--- config.mk ---
export PLATFORM = sky130hd
export DESIGN_NAME = single_phase_angle_estimator_top
export DESIGN_NICKNAME = d
export VERILOG_FILES = /design/src/hw/rtl/spae_pkg.sv /design/src/hw/rtl/spae_front.sv /design/src/hw/rtl/spae_queue.sv /design/src/hw/rtl/spae_back.sv /design/src/hw/rtl/single_phase_angle_estimator_top.sv
export SDC_FILE = /design/constraint.sdc
export NUM_CORES = 2
export LEC_CHECK = 0
export ABC_AREA = 1
export BUFFER_PORTS_ARGS = -buffer_cell sky130_fd_sc_hd__buf_2
export CORE_MARGIN = 2
export CORE_UTILIZATION = 42
export CTS_CLUSTER_DIAMETER = 80
export DETAILED_ROUTE_END_ITERATION = 8
export GPL_ROUTABILITY_DRIVEN = 1
export PLACE_DENSITY = 0.64
export SYNTH_ARGS = -nofsm -noshare
export SYNTH_HDL_FRONTEND = slang
export SYNTH_HIERARCHICAL = 1
export SYNTH_SLANG_ARGS = --single-unit
--- constraint.sdc ---
create_clock -name i_clk -period 14 [get_ports i_clk]
set_input_delay 2.8 -clock i_clk [delete_from_list [all_inputs] [get_ports i_clk]]
set_output_delay 2.8 -clock i_clk [all_outputs]
set_load 0.1 [all_outputs]
--- src/hw/rtl/spae_pkg.sv ---
// ============================================================================
// spae_pkg
// Shared constants, arcsine table and link types of the angle estimator.
// ============================================================================
package spae_pkg;

    localparam int HALF_WINDOW = 10;
    localparam int LINE_DEPTH  = 2 * HALF_WINDOW;
    localparam int ANGLE_BITS  = 16;

    localparam int SAMPLE_W    = 16;
    localparam int INV_W       = 24;
    localparam int X_W         = 16;
    localparam int MAG_W       = SAMPLE_W + 1;
    localparam int P1_W        = MAG_W + INV_W;
    localparam int K_W         = 16;
    localparam int SPLIT       = 20;
    localparam int PH_W        = P1_W - SPLIT + K_W;
    localparam int PL_W        = SPLIT + K_W;
    localparam int FULL_W      = P1_W + K_W + 1;
    localparam int Q_SHIFT     = 26;
    localparam int Q_W         = FULL_W - Q_SHIFT;

    localparam logic [K_W-1:0] INV_SQRT2_Q16 = 16'd46341;

    localparam logic signed [X_W-1:0] X_MAX   = {1'b0, {(X_W-1){1'b1}}};
    localparam logic signed [X_W-1:0] X_MIN   = {1'b1, {(X_W-1){1'b0}}};
    localparam logic signed [X_W-1:0] ONE_Q14 = 16'sd16384;
    localparam logic signed [X_W-1:0] NEG_ONE_Q14 = -16'sd16384;

    localparam int SUM_W       = 17 + $clog2(HALF_WINDOW);
    localparam int D_W         = SUM_W + 1;

    localparam int TAB_W       = 15;
    localparam int TAB_N       = 17;
    localparam int TAB_FRAC    = 16;
    localparam int TIDX_W      = 5;
    localparam int IDX_W       = 4;
    localparam int FRAC_W      = 10;
    localparam int M_W         = IDX_W + FRAC_W;
    localparam int PROD_W      = TAB_W + FRAC_W;
    localparam int V_W         = TAB_W + 1;
    localparam int VS_W        = V_W + ANGLE_BITS + 1;

    localparam logic [TAB_W-1:0] ASIN_TAB [TAB_N] = '{
        15'd0,    15'd652,  15'd1307, 15'd1967, 15'd2636, 15'd3315,
        15'd4009, 15'd4723, 15'd5461, 15'd6231, 15'd7042, 15'd7907,
        15'd8846, 15'd9892, 15'd11113, 15'd12677, 15'd16384
    };

    localparam int ANG_W       = ANGLE_BITS;
    localparam int A_W         = ANG_W + 1;
    localparam int ANGLE_OUT_W = 16;

    localparam logic [A_W-1:0] FULL_TURN    = A_W'(1) << ANGLE_BITS;
    localparam logic [A_W-1:0] HALF_TURN    = A_W'(1) << (ANGLE_BITS - 1);
    localparam logic [A_W-1:0] QUARTER_TURN = A_W'(1) << (ANGLE_BITS - 2);
    localparam logic [A_W-1:0] THREE_QUARTER_TURN = A_W'(QUARTER_TURN * 3);
    localparam logic [ANG_W-1:0] ANGLE_MAX  = '1;

    localparam int QUEUE_DEPTH = 2;
    localparam int QPTR_W      = $clog2(QUEUE_DEPTH);
    localparam int QCNT_W      = QPTR_W + 1;

    typedef struct packed {
        logic                  valid;
        logic signed [X_W-1:0] x;
    } t_q_push;

    typedef struct packed {
        logic full;
        logic empty;
    } t_q_stat;

endpackage

--- src/hw/rtl/spae_front.sv ---
// ============================================================================
// spae_front
// Input side: take a beat, scale the sample to per-unit Q2.14, saturate.
// ============================================================================
module spae_front (
    input  logic                              i_clk,
    input  logic                              i_rst_n,
    input  logic                              i_s_tvalid,
    output logic                              o_s_tready,
    input  logic signed [spae_pkg::SAMPLE_W-1:0] i_sample,
    input  logic [spae_pkg::INV_W-1:0]        i_inverse_rms,
    input  spae_pkg::t_q_stat                 i_q_stat,
    output spae_pkg::t_q_push                 o_q_push
);

    typedef enum logic [3:0] {
        F_IDLE = 4'b0001,
        F_MUL  = 4'b0010,
        F_PART = 4'b0100,
        F_PUSH = 4'b1000
    } t_front_state;

    t_front_state r_state, n_state;

    logic [spae_pkg::MAG_W-1:0]  r_mag;
    logic [spae_pkg::INV_W-1:0]  r_inv;
    logic                        r_neg;
    logic [spae_pkg::P1_W-1:0]   r_p1;
    logic [spae_pkg::PH_W-1:0]   r_ph;
    logic [spae_pkg::PL_W-1:0]   r_pl;

    logic [spae_pkg::MAG_W-1:0]  s_ext;
    logic [spae_pkg::MAG_W-1:0]  mag_in;
    logic [spae_pkg::FULL_W-1:0] full_sum;
    logic [spae_pkg::Q_W-1:0]    q;
    logic signed [spae_pkg::X_W-1:0] x_sat;

    assign o_s_tready = (r_state == F_IDLE);

    assign s_ext  = {i_sample[spae_pkg::SAMPLE_W-1], i_sample};
    assign mag_in = i_sample[spae_pkg::SAMPLE_W-1] ? (~s_ext + spae_pkg::MAG_W'(1)) : s_ext;

    assign full_sum = spae_pkg::FULL_W'({r_ph, {spae_pkg::SPLIT{1'b0}}})
                    + spae_pkg::FULL_W'(r_pl)
                    + (spae_pkg::FULL_W'(1) << (spae_pkg::Q_SHIFT - 1));
    assign q = full_sum[spae_pkg::FULL_W-1:spae_pkg::Q_SHIFT];

    always_comb begin
        if (r_neg) begin
            if (q >= spae_pkg::Q_W'(32768)) begin
                x_sat = spae_pkg::X_MIN;
            end else begin
                x_sat = $signed(~q[spae_pkg::X_W-1:0] + spae_pkg::X_W'(1));
            end
        end else begin
            if (q > spae_pkg::Q_W'(32767)) begin
                x_sat = spae_pkg::X_MAX;
            end else begin
                x_sat = $signed(q[spae_pkg::X_W-1:0]);
            end
        end
    end

    assign o_q_push.valid = (r_state == F_PUSH);
    assign o_q_push.x     = x_sat;

    always_comb begin
        n_state = r_state;
        case (r_state)
            F_IDLE:  if (i_s_tvalid) n_state = F_MUL;
            F_MUL:   n_state = F_PART;
            F_PART:  n_state = F_PUSH;
            F_PUSH:  if (!i_q_stat.full) n_state = F_IDLE;
            default: n_state = F_IDLE;
        endcase
    end

    always_ff @(posedge i_clk) begin
        if (!i_rst_n) begin
            r_state <= F_IDLE;
        end else begin
            r_state <= n_state;
        end
    end

    always_ff @(posedge i_clk) begin
        if (r_state == F_IDLE && i_s_tvalid) begin
            r_mag <= mag_in;
            r_inv <= i_inverse_rms;
            r_neg <= i_sample[spae_pkg::SAMPLE_W-1];
        end
        if (r_state == F_MUL) begin
            r_p1 <= r_mag * r_inv;
        end
        if (r_state == F_PART) begin
            r_ph <= r_p1[spae_pkg::P1_W-1:spae_pkg::SPLIT] * spae_pkg::INV_SQRT2_Q16;
            r_pl <= r_p1[spae_pkg::SPLIT-1:0] * spae_pkg::INV_SQRT2_Q16;
        end
    end

endmodule

--- src/hw/rtl/spae_queue.sv ---
// ============================================================================
// spae_queue
// Short queue of scaled samples between the front and back sections.
// ============================================================================
module spae_queue (
    input  logic                          i_clk,
    input  logic                          i_rst_n,
    input  spae_pkg::t_q_push             i_push,
    input  logic                          i_pop,
    output spae_pkg::t_q_stat             o_stat,
    output logic signed [spae_pkg::X_W-1:0] o_x
);

    logic signed [spae_pkg::X_W-1:0] r_mem [spae_pkg::QUEUE_DEPTH];
    logic [spae_pkg::QPTR_W-1:0]     r_wr_ptr;
    logic [spae_pkg::QPTR_W-1:0]     r_rd_ptr;
    logic [spae_pkg::QCNT_W-1:0]     r_count;

    logic do_push;
    logic do_pop;

    assign o_stat.full  = (r_count == spae_pkg::QCNT_W'(spae_pkg::QUEUE_DEPTH));
    assign o_stat.empty = (r_count == '0);
    assign o_x          = r_mem[r_rd_ptr];

    assign do_push = i_push.valid && !o_stat.full;
    assign do_pop  = i_pop && !o_stat.empty;

    always_ff @(posedge i_clk) begin
        if (!i_rst_n) begin
            r_wr_ptr <= '0;
            r_rd_ptr <= '0;
            r_count  <= '0;
        end else begin
            if (do_push) begin
                r_wr_ptr <= r_wr_ptr + spae_pkg::QPTR_W'(1);
            end
            if (do_pop) begin
                r_rd_ptr <= r_rd_ptr + spae_pkg::QPTR_W'(1);
            end
            case ({do_push, do_pop})
                2'b10:   r_count <= r_count + spae_pkg::QCNT_W'(1);
                2'b01:   r_count <= r_count - spae_pkg::QCNT_W'(1);
                default: r_count <= r_count;
            endcase
        end
    end

    always_ff @(posedge i_clk) begin
        if (do_push) begin
            r_mem[r_wr_ptr] <= i_push.x;
        end
    end

endmodule

--- src/hw/rtl/spae_back.sv ---
// ============================================================================
// spae_back
// Output side: slope window, arcsine lookup, quadrant and anti-fall logic.
// ============================================================================
module spae_back (
    input  logic                                i_clk,
    input  logic                                i_rst_n,
    input  spae_pkg::t_q_stat                   i_q_stat,
    input  logic signed [spae_pkg::X_W-1:0]     i_x,
    output logic                                o_pop,
    output logic                                o_m_tvalid,
    input  logic                                i_m_tready,
    output logic [spae_pkg::ANGLE_OUT_W-1:0]    o_angle,
    output logic                                o_held
);

    typedef enum logic [3:0] {
        B_IDLE = 4'b0001,
        B_SUM  = 4'b0010,
        B_ASIN = 4'b0100,
        B_ANG  = 4'b1000
    } t_back_state;

    t_back_state r_state, n_state;

    logic signed [spae_pkg::X_W-1:0]   r_line [spae_pkg::LINE_DEPTH];
    logic signed [spae_pkg::SUM_W-1:0] r_older;
    logic signed [spae_pkg::SUM_W-1:0] r_newer;
    logic [spae_pkg::ANG_W-1:0]        r_last;
    logic                              r_out_valid;

    logic signed [spae_pkg::X_W-1:0]   r_x;
    logic [spae_pkg::TAB_W-1:0]        r_base;
    logic [spae_pkg::TAB_W-1:0]        r_diff;
    logic [spae_pkg::FRAC_W-1:0]       r_frac;
    logic [spae_pkg::PROD_W-1:0]       r_prod;
    logic                              r_dpos;
    logic [spae_pkg::ANG_W-1:0]        r_angle;
    logic                              r_held;

    logic signed [spae_pkg::X_W-1:0]   leaving;
    logic signed [spae_pkg::X_W-1:0]   crossing;
    logic [spae_pkg::X_W-1:0]          x_abs;
    logic [spae_pkg::M_W-1:0]          m;
    logic [spae_pkg::IDX_W-1:0]        idx;
    logic [spae_pkg::TIDX_W-1:0]       idx_next;
    logic signed [spae_pkg::D_W-1:0]   d;
    logic [spae_pkg::V_W-1:0]          v;
    logic [spae_pkg::VS_W-1:0]         s_wide;
    logic [spae_pkg::ANG_W-1:0]        s;
    logic [spae_pkg::A_W-1:0]          a;
    logic [spae_pkg::ANG_W-1:0]        a_sat;
    logic [spae_pkg::ANG_W-1:0]        back_step;
    logic                              hold;
    logic                              load_out;
    logic                              x_neg;
    logic                              x_zero;

    assign leaving  = r_line[0];
    assign crossing = r_line[spae_pkg::HALF_WINDOW];

    assign x_abs    = r_x[spae_pkg::X_W-1] ? (~r_x + spae_pkg::X_W'(1)) : r_x;
    assign m        = x_abs[spae_pkg::M_W-1:0];
    assign idx      = m[spae_pkg::M_W-1:spae_pkg::FRAC_W];
    assign idx_next = spae_pkg::TIDX_W'(idx) + spae_pkg::TIDX_W'(1);

    assign d = spae_pkg::D_W'(r_newer) - spae_pkg::D_W'(r_older);

    assign x_neg  = r_x[spae_pkg::X_W-1];
    assign x_zero = (r_x == '0);

    assign v = spae_pkg::V_W'(r_base)
             + spae_pkg::V_W'((r_prod + spae_pkg::PROD_W'(1 << (spae_pkg::FRAC_W - 1)))
                              >> spae_pkg::FRAC_W);
    assign s_wide = (spae_pkg::VS_W'(v) << spae_pkg::ANGLE_BITS)
                  + (spae_pkg::VS_W'(1) << (spae_pkg::TAB_FRAC - 1));
    assign s = spae_pkg::ANG_W'(s_wide >> spae_pkg::TAB_FRAC);

    always_comb begin
        if (r_x >= spae_pkg::ONE_Q14) begin
            a = spae_pkg::QUARTER_TURN;
        end else if (r_x <= spae_pkg::NEG_ONE_Q14) begin
            a = spae_pkg::THREE_QUARTER_TURN;
        end else if (!x_neg && !x_zero && r_dpos) begin
            a = spae_pkg::A_W'(s);
        end else if (!r_dpos) begin
            a = x_neg ? (spae_pkg::HALF_TURN + spae_pkg::A_W'(s))
                      : (spae_pkg::HALF_TURN - spae_pkg::A_W'(s));
        end else if (x_neg) begin
            a = spae_pkg::FULL_TURN - spae_pkg::A_W'(s);
        end else begin
            a = '0;
        end
    end

    assign a_sat     = (a >= spae_pkg::FULL_TURN) ? spae_pkg::ANGLE_MAX
                                                  : a[spae_pkg::ANG_W-1:0];
    assign back_step = r_last - a_sat;
    assign hold      = (a_sat < r_last) && (spae_pkg::A_W'(back_step) < spae_pkg::HALF_TURN);

    assign load_out = (r_state == B_ANG) && (!r_out_valid || i_m_tready);
    assign o_pop    = (r_state == B_IDLE) && !i_q_stat.empty;

    assign o_m_tvalid = r_out_valid;
    assign o_angle    = spae_pkg::ANGLE_OUT_W'(r_angle);
    assign o_held     = r_held;

    always_comb begin
        n_state = r_state;
        case (r_state)
            B_IDLE:  if (!i_q_stat.empty) n_state = B_SUM;
            B_SUM:   n_state = B_ASIN;
            B_ASIN:  n_state = B_ANG;
            B_ANG:   if (load_out) n_state = B_IDLE;
            default: n_state = B_IDLE;
        endcase
    end

    always_ff @(posedge i_clk) begin
        if (!i_rst_n) begin
            r_state     <= B_IDLE;
            r_older     <= '0;
            r_newer     <= '0;
            r_last      <= '0;
            r_out_valid <= 1'b0;
            for (int k = 0; k < spae_pkg::LINE_DEPTH; k++) begin
                r_line[k] <= '0;
            end
        end else begin
            r_state <= n_state;
            if (r_state == B_SUM) begin
                r_older <= r_older + spae_pkg::SUM_W'(crossing) - spae_pkg::SUM_W'(leaving);
                r_newer <= r_newer + spae_pkg::SUM_W'(r_x) - spae_pkg::SUM_W'(crossing);
                for (int k = 0; k < spae_pkg::LINE_DEPTH - 1; k++) begin
                    r_line[k] <= r_line[k+1];
                end
                r_line[spae_pkg::LINE_DEPTH-1] <= r_x;
            end
            if (load_out) begin
                r_out_valid <= 1'b1;
                r_last      <= hold ? r_last : a_sat;
            end else if (i_m_tready) begin
                r_out_valid <= 1'b0;
            end
        end
    end

    always_ff @(posedge i_clk) begin
        if (o_pop) begin
            r_x <= i_x;
        end
        if (r_state == B_SUM) begin
            r_base <= spae_pkg::ASIN_TAB[idx];
            r_diff <= spae_pkg::ASIN_TAB[idx_next] - spae_pkg::ASIN_TAB[idx];
            r_frac <= m[spae_pkg::FRAC_W-1:0];
        end
        if (r_state == B_ASIN) begin
            r_prod <= spae_pkg::PROD_W'(r_diff) * spae_pkg::PROD_W'(r_frac);
            r_dpos <= (d > 0);
        end
        if (load_out) begin
            r_angle <= hold ? r_last : a_sat;
            r_held  <= hold;
        end
    end

endmodule

--- src/hw/rtl/single_phase_angle_estimator_top.sv ---
// ============================================================================
// single_phase_angle_estimator_top
// Grid phase angle from one sample and the inverse RMS per beat.
// ============================================================================
// Input stream: each beat carries one signed grid sample and the inverse RMS
// (unsigned Q0.24). Output stream: one beat per input beat, the phase angle
// (65536 per turn) in tdata and the hold flag in tuser.
// Beats are paced by the four-step scaling sequence in the front section
// (accept, two registered multiply steps, round/saturate and push) and the
// matching four-step sequence of the back section (pop, window update with
// table read, interpolation multiply, quadrant and hold). Neither section
// takes a new beat before it has finished its sequence.
// A two-entry queue sits between the sections and a register holds the
// result, so a new beat is taken while a result waits on the output.
// Reset clears the delay line, the window sums, the last angle, the queue and
// all valid flags. When the receiver stalls, the result holds, the back
// section waits, the queue fills and tready falls.
// ============================================================================
module single_phase_angle_estimator_top (
    input  logic        i_clk,
    input  logic        i_rst_n,
    input  logic        i_s_tvalid,
    output logic        o_s_tready,
    input  logic [39:0] i_s_tdata,   // [15:0] sample, [39:16] inverse_rms
    output logic        o_m_tvalid,
    input  logic        i_m_tready,
    output logic [15:0] o_m_tdata,   // [15:0] angle
    output logic        o_m_tuser    // [0] held
);

    spae_pkg::t_q_push               q_push;
    spae_pkg::t_q_stat               q_stat;
    logic                            q_pop;
    logic signed [spae_pkg::X_W-1:0] q_x;

    spae_front u_front (
        .i_clk         (i_clk),
        .i_rst_n       (i_rst_n),
        .i_s_tvalid    (i_s_tvalid),
        .o_s_tready    (o_s_tready),
        .i_sample      ($signed(i_s_tdata[15:0])),
        .i_inverse_rms (i_s_tdata[39:16]),
        .i_q_stat      (q_stat),
        .o_q_push      (q_push)
    );

    spae_queue u_queue (
        .i_clk   (i_clk),
        .i_rst_n (i_rst_n),
        .i_push  (q_push),
        .i_pop   (q_pop),
        .o_stat  (q_stat),
        .o_x     (q_x)
    );

    spae_back u_back (
        .i_clk      (i_clk),
        .i_rst_n    (i_rst_n),
        .i_q_stat   (q_stat),
        .i_x        (q_x),
        .o_pop      (q_pop),
        .o_m_tvalid (o_m_tvalid),
        .i_m_tready (i_m_tready),
        .o_angle    (o_m_tdata),
        .o_held     (o_m_tuser)
    );

endmodule

==> implementation parameters <==
Parameter                              Value

Logic synthesis
  Post-synthesis async set-or-reset flop share    0%
  Post-synthesis area per instance    8.687 sq um
  Most used DFF post-synth    edfxtp_1
  Yosys Warn Count    6
  Sequential share of the synthesized area    30.54%
  Post-Synthesis Net Count    8331
  Number of enable flip-flop cells after synthesis    576
  Number of different library cells in the post-synthesis netlist    64
  Number of storage elements in the synthesis netlist    648
  Post-synthesis cell area    61350 sq um
  Number of instances in the synthesized netlist    7062

Hold path
  Cell count of the worst hold path    2
  Hold wc startpoint    u_back/r_older[12]
  Hold/Removal Path Class    reg2reg
  Endpoint of the worst hold path    u_back/r_older[12]

Setup path
  Slowest CP cell    edfxtp_1
  Critical R2R Capture    u_front/r_p1[28]
  Cell Chain, Critical Path    nand2_1, fa_1, inv_1, fa_1, inv_1, fa_1, inv_1, fa_1, fa_1, inv_1, fa_1, inv_1, ha_1, a21oi_1, inv_1, a31oi_1, o21ai_0, a21boi_0, o21ai_0, nand2_1, nand2_1, xor2_1
  Register-to-register path setup slack    7010 ps
  Worst Path Buf+Inv    6
  Critical path's top delay family    adder cells
  Critical path fanouts, max    24
  Cell count of the worst reg-to-reg path    22
  Crit path DAT    7450 ps
  CP Class    reg2reg
  Reg-to-Reg Start    u_front/r_mag[7]
  Category of the worst setup path capture point    flip-flop
  Critical Path Source Type    flip-flop
  Delay of the slowest critical-path stage    1050 ps
  Required @ worst endpoint    14450 ps
  Instance count on the critical path    22

CTS
  Setup fix buffers added after clock tree synthesis    0
  Count of H-tree levels built during CTS    3
  Clock transition at path regs    60 ps
  Clock tree from TritonCTS    done
  Clock buffer depth    3
  Hold-fix buffers, CTS    0
  Clk sink count    648
  Post-CTS sizing    0
  Clock tree root driver cell    clkbuf_16
  Worst skew pair latency    700 ps
  Total clock buffers created by CTS    80

Place
  Port Buffers    62
  HPWL Detailed    108.2 mm
  Routability-driven placement congestion ratio    0.8821

GRT
  Number of global-route vias before repair    44.39k
  First-pass GRT wire length    227.8 mm
  Global route total overflow    0
  Total global-route track usage    18.94%
  Pin count of the biggest net entering global routing    101
  Initial antenna violation count    7

STA
  Remaining max-slew budget at the tightest pin    22.56%
  Final hold violation count    0
  Max Fclk    143.0 MHz
  Sum Neg Setup Slack    0 ps
  Period utilisation layout    49.96%
  Endpoints failing setup    0
  Setup repair after global routing missed its margin    false
  Worst Tran Pin Value    1162 ps
  Layout Skew    45.50 ps
  Time the worst path needs with I/O delays and setup    6994 ps
  Count of final max-slew check failures    0

Die
  Total number of placement rows    140
  Number of ports placed on the die boundary    63
  Die area    149100 sq um
  Effective utilization at floorplan    42.20%
  Area inside the core boundary    145400 sq um
  Die outline width    386.2 microns
  DIE HEIGHT    386.2 microns

Flow run
  Reported max-cap violation count    0

Drt
  1st-iter DRT viols    2677
  Remaining design rule violation count    0
  Routed wire length    138.8 mm
  Average wire per cell in the routed design    15.34 microns
  Post-DRT Antenna Nets    0
  Routed vias    44.13k
  Number of detailed-route iterations in the first pass    5
  Post-detailed-route via-to-cell ratio    4.876

Final layout
  Most frequent standard cell in the layout excluding fill and tap cells    inv_1
  Ratio of cells with drive above 1 in the final layout    4.532%
  Area of the multi-input gates    34970 sq um
  Fillers    14.11k
  Synth-to-Final Area Change    8.064%
  Post-layout nets    8331
  Commonest non-fill, non-tap cells in the layout    1833 x inv_1, 1385 x nand2_1, 621 x fa_1
  Combined flip-flop and latch cell area    18740 sq um

Status
  Outcome    finished, final reports clean
worst register-to-register path: cells and delay by family, from the launching register on:
family | cells | cell delay (ps)
buffers and inverters | 6 | 340
adder cells (fa/ha/maj) | 7 | 3540
AND/OR/NAND/NOR | 3 | 400
AO/OA/AOI/OAI | 5 | 1290
XOR/XNOR | 1 | 150
flip-flops | 1 | 1050
through the flow:
stage | utilization (%) | area, sq um | worst slack [ps] | cells | hold slack (ps)
2_1_floorplan | - | 61350 | 177.7 | 7062 | 445.3
3_3_place_gp | 43.75 | 63610 | 7278 | 8897 | 459.2
3_5_place_dp | 43.75 | 63610 | 7147 | 8897 | 460.9
4_1_cts | 45.59 | 66280 | 7127 | 9044 | 469.5
5_1_grt | 45.60 | 66300 | 6582 | 9050 | 489.5
6_report | 45.60 | 66300 | 7006 | 9050 | 465.2
layer usage:
layer,track usage [%],vias up,part of all wire [%]
li1,-,21670,-
met5,0,-,0
met1,24.40,21270,43
met4,6.331,0,3.3
met2,32.78,951,49
met3,2.526,243,4.3
flip-flops by register name, summed over array words and instances, names as in the netlist, 2 cells and up, named ones only:
name,count
u_front/r_p1,41
u_queue/r_mem,32
u_back/o_angle,16
u_back/r_last,16
u_front/r_state,4
u_back/r_newer,21
u_back/r_diff,15
u_front/r_ph,37
u_back/r_frac,10
u_front/r_mag,17
u_back/r_state,4
u_back/r_line,320
u_back/r_x,16
u_back/r_base,13
u_back/r_prod,16
u_back/r_older,21
u_front/r_inv,24
u_queue/r_count,2
u_front/r_pl,16
logic make-up after synthesis:
group | share of synthesized area [%]
AOI/OAI and AO/OA | 5.366
xor gates and xnor gates | 2.768
adders and majority gates | 32.58
buffers and inverters | 12.52
DFF | 30.54
muxes | 0.3549
other | 0.006113
and+or+nand+nor | 15.86
how the worst max path moves through the flow:
stage               slack [ps]               from             endpoint
floorplan                  180  u_back/r_state[2]  u_back/r_line[0][0]
global placement          7280   u_front/r_mag[7]     u_front/r_p1[28]
detailed placement        7150   u_front/r_mag[7]     u_front/r_p1[28]
CTS                       7130   u_front/r_mag[7]     u_front/r_p1[28]
global route              6580   u_front/r_mag[7]     u_front/r_p1[28]
finish                    7010   u_front/r_mag[7]     u_front/r_p1[28]
final cells by class:
class | count | area share [%]
Timing Repair Buffer | 94 | 0.8304
Multi-Input combinational cell | 4386 | 52.74
Clock buffer | 97 | 3.161
Antenna cell | 6 | 0.02265
Sequential cell | 648 | 28.26
Inverter | 1852 | 10.50
Clock inverter | 50 | 0.8644
Tap cell | 1917 | 3.618
synth_stat cells, types with 3 or more instances:
cell	n	area share, %
edfxtp_1	576	28
nand4_1	57	0.58
nand2_1	1386	8.5
a21boi_0	9	0.11
a21oi_1	251	2.0
nor2_1	598	3.7
or2_2	3	0.031
o2111ai_1	3	0.043
xor2_1	134	1.9
dfxtp_1	72	2.3
o22ai_1	34	0.35
fa_1	621	20
a21o_1	26	0.32
nand3_2	12	0.20
buf_4	4	0.049
mux2_2	6	0.11
o21bai_1	19	0.23
clkinv_1	7	0.043
nor3_1	45	0.37
o21ai_0	154	1.3
a221oi_1	4	0.057
inv_2	11	0.067
nor3_2	5	0.082
nor4_1	18	0.18
ha_1	604	12
nand3_1	179	1.5
a211oi_1	6	0.073
o211ai_1	5	0.061
buf_6	4	0.073
mux2_4	10	0.24
nand3b_1	11	0.13
buf_2	5	0.041
nor2_2	13	0.13
nor2_4	4	0.073
a31oi_1	32	0.33
clkbuf_1	161	0.99
xnor2_1	58	0.83
inv_1	1834	11
nand2_2	23	0.23
o21a_1	22	0.27
and2_1	6	0.061
Power is left out: the tool's default activity adds up to more than one toggle a clock period on the data nets, which glitch-free logic cannot reach.
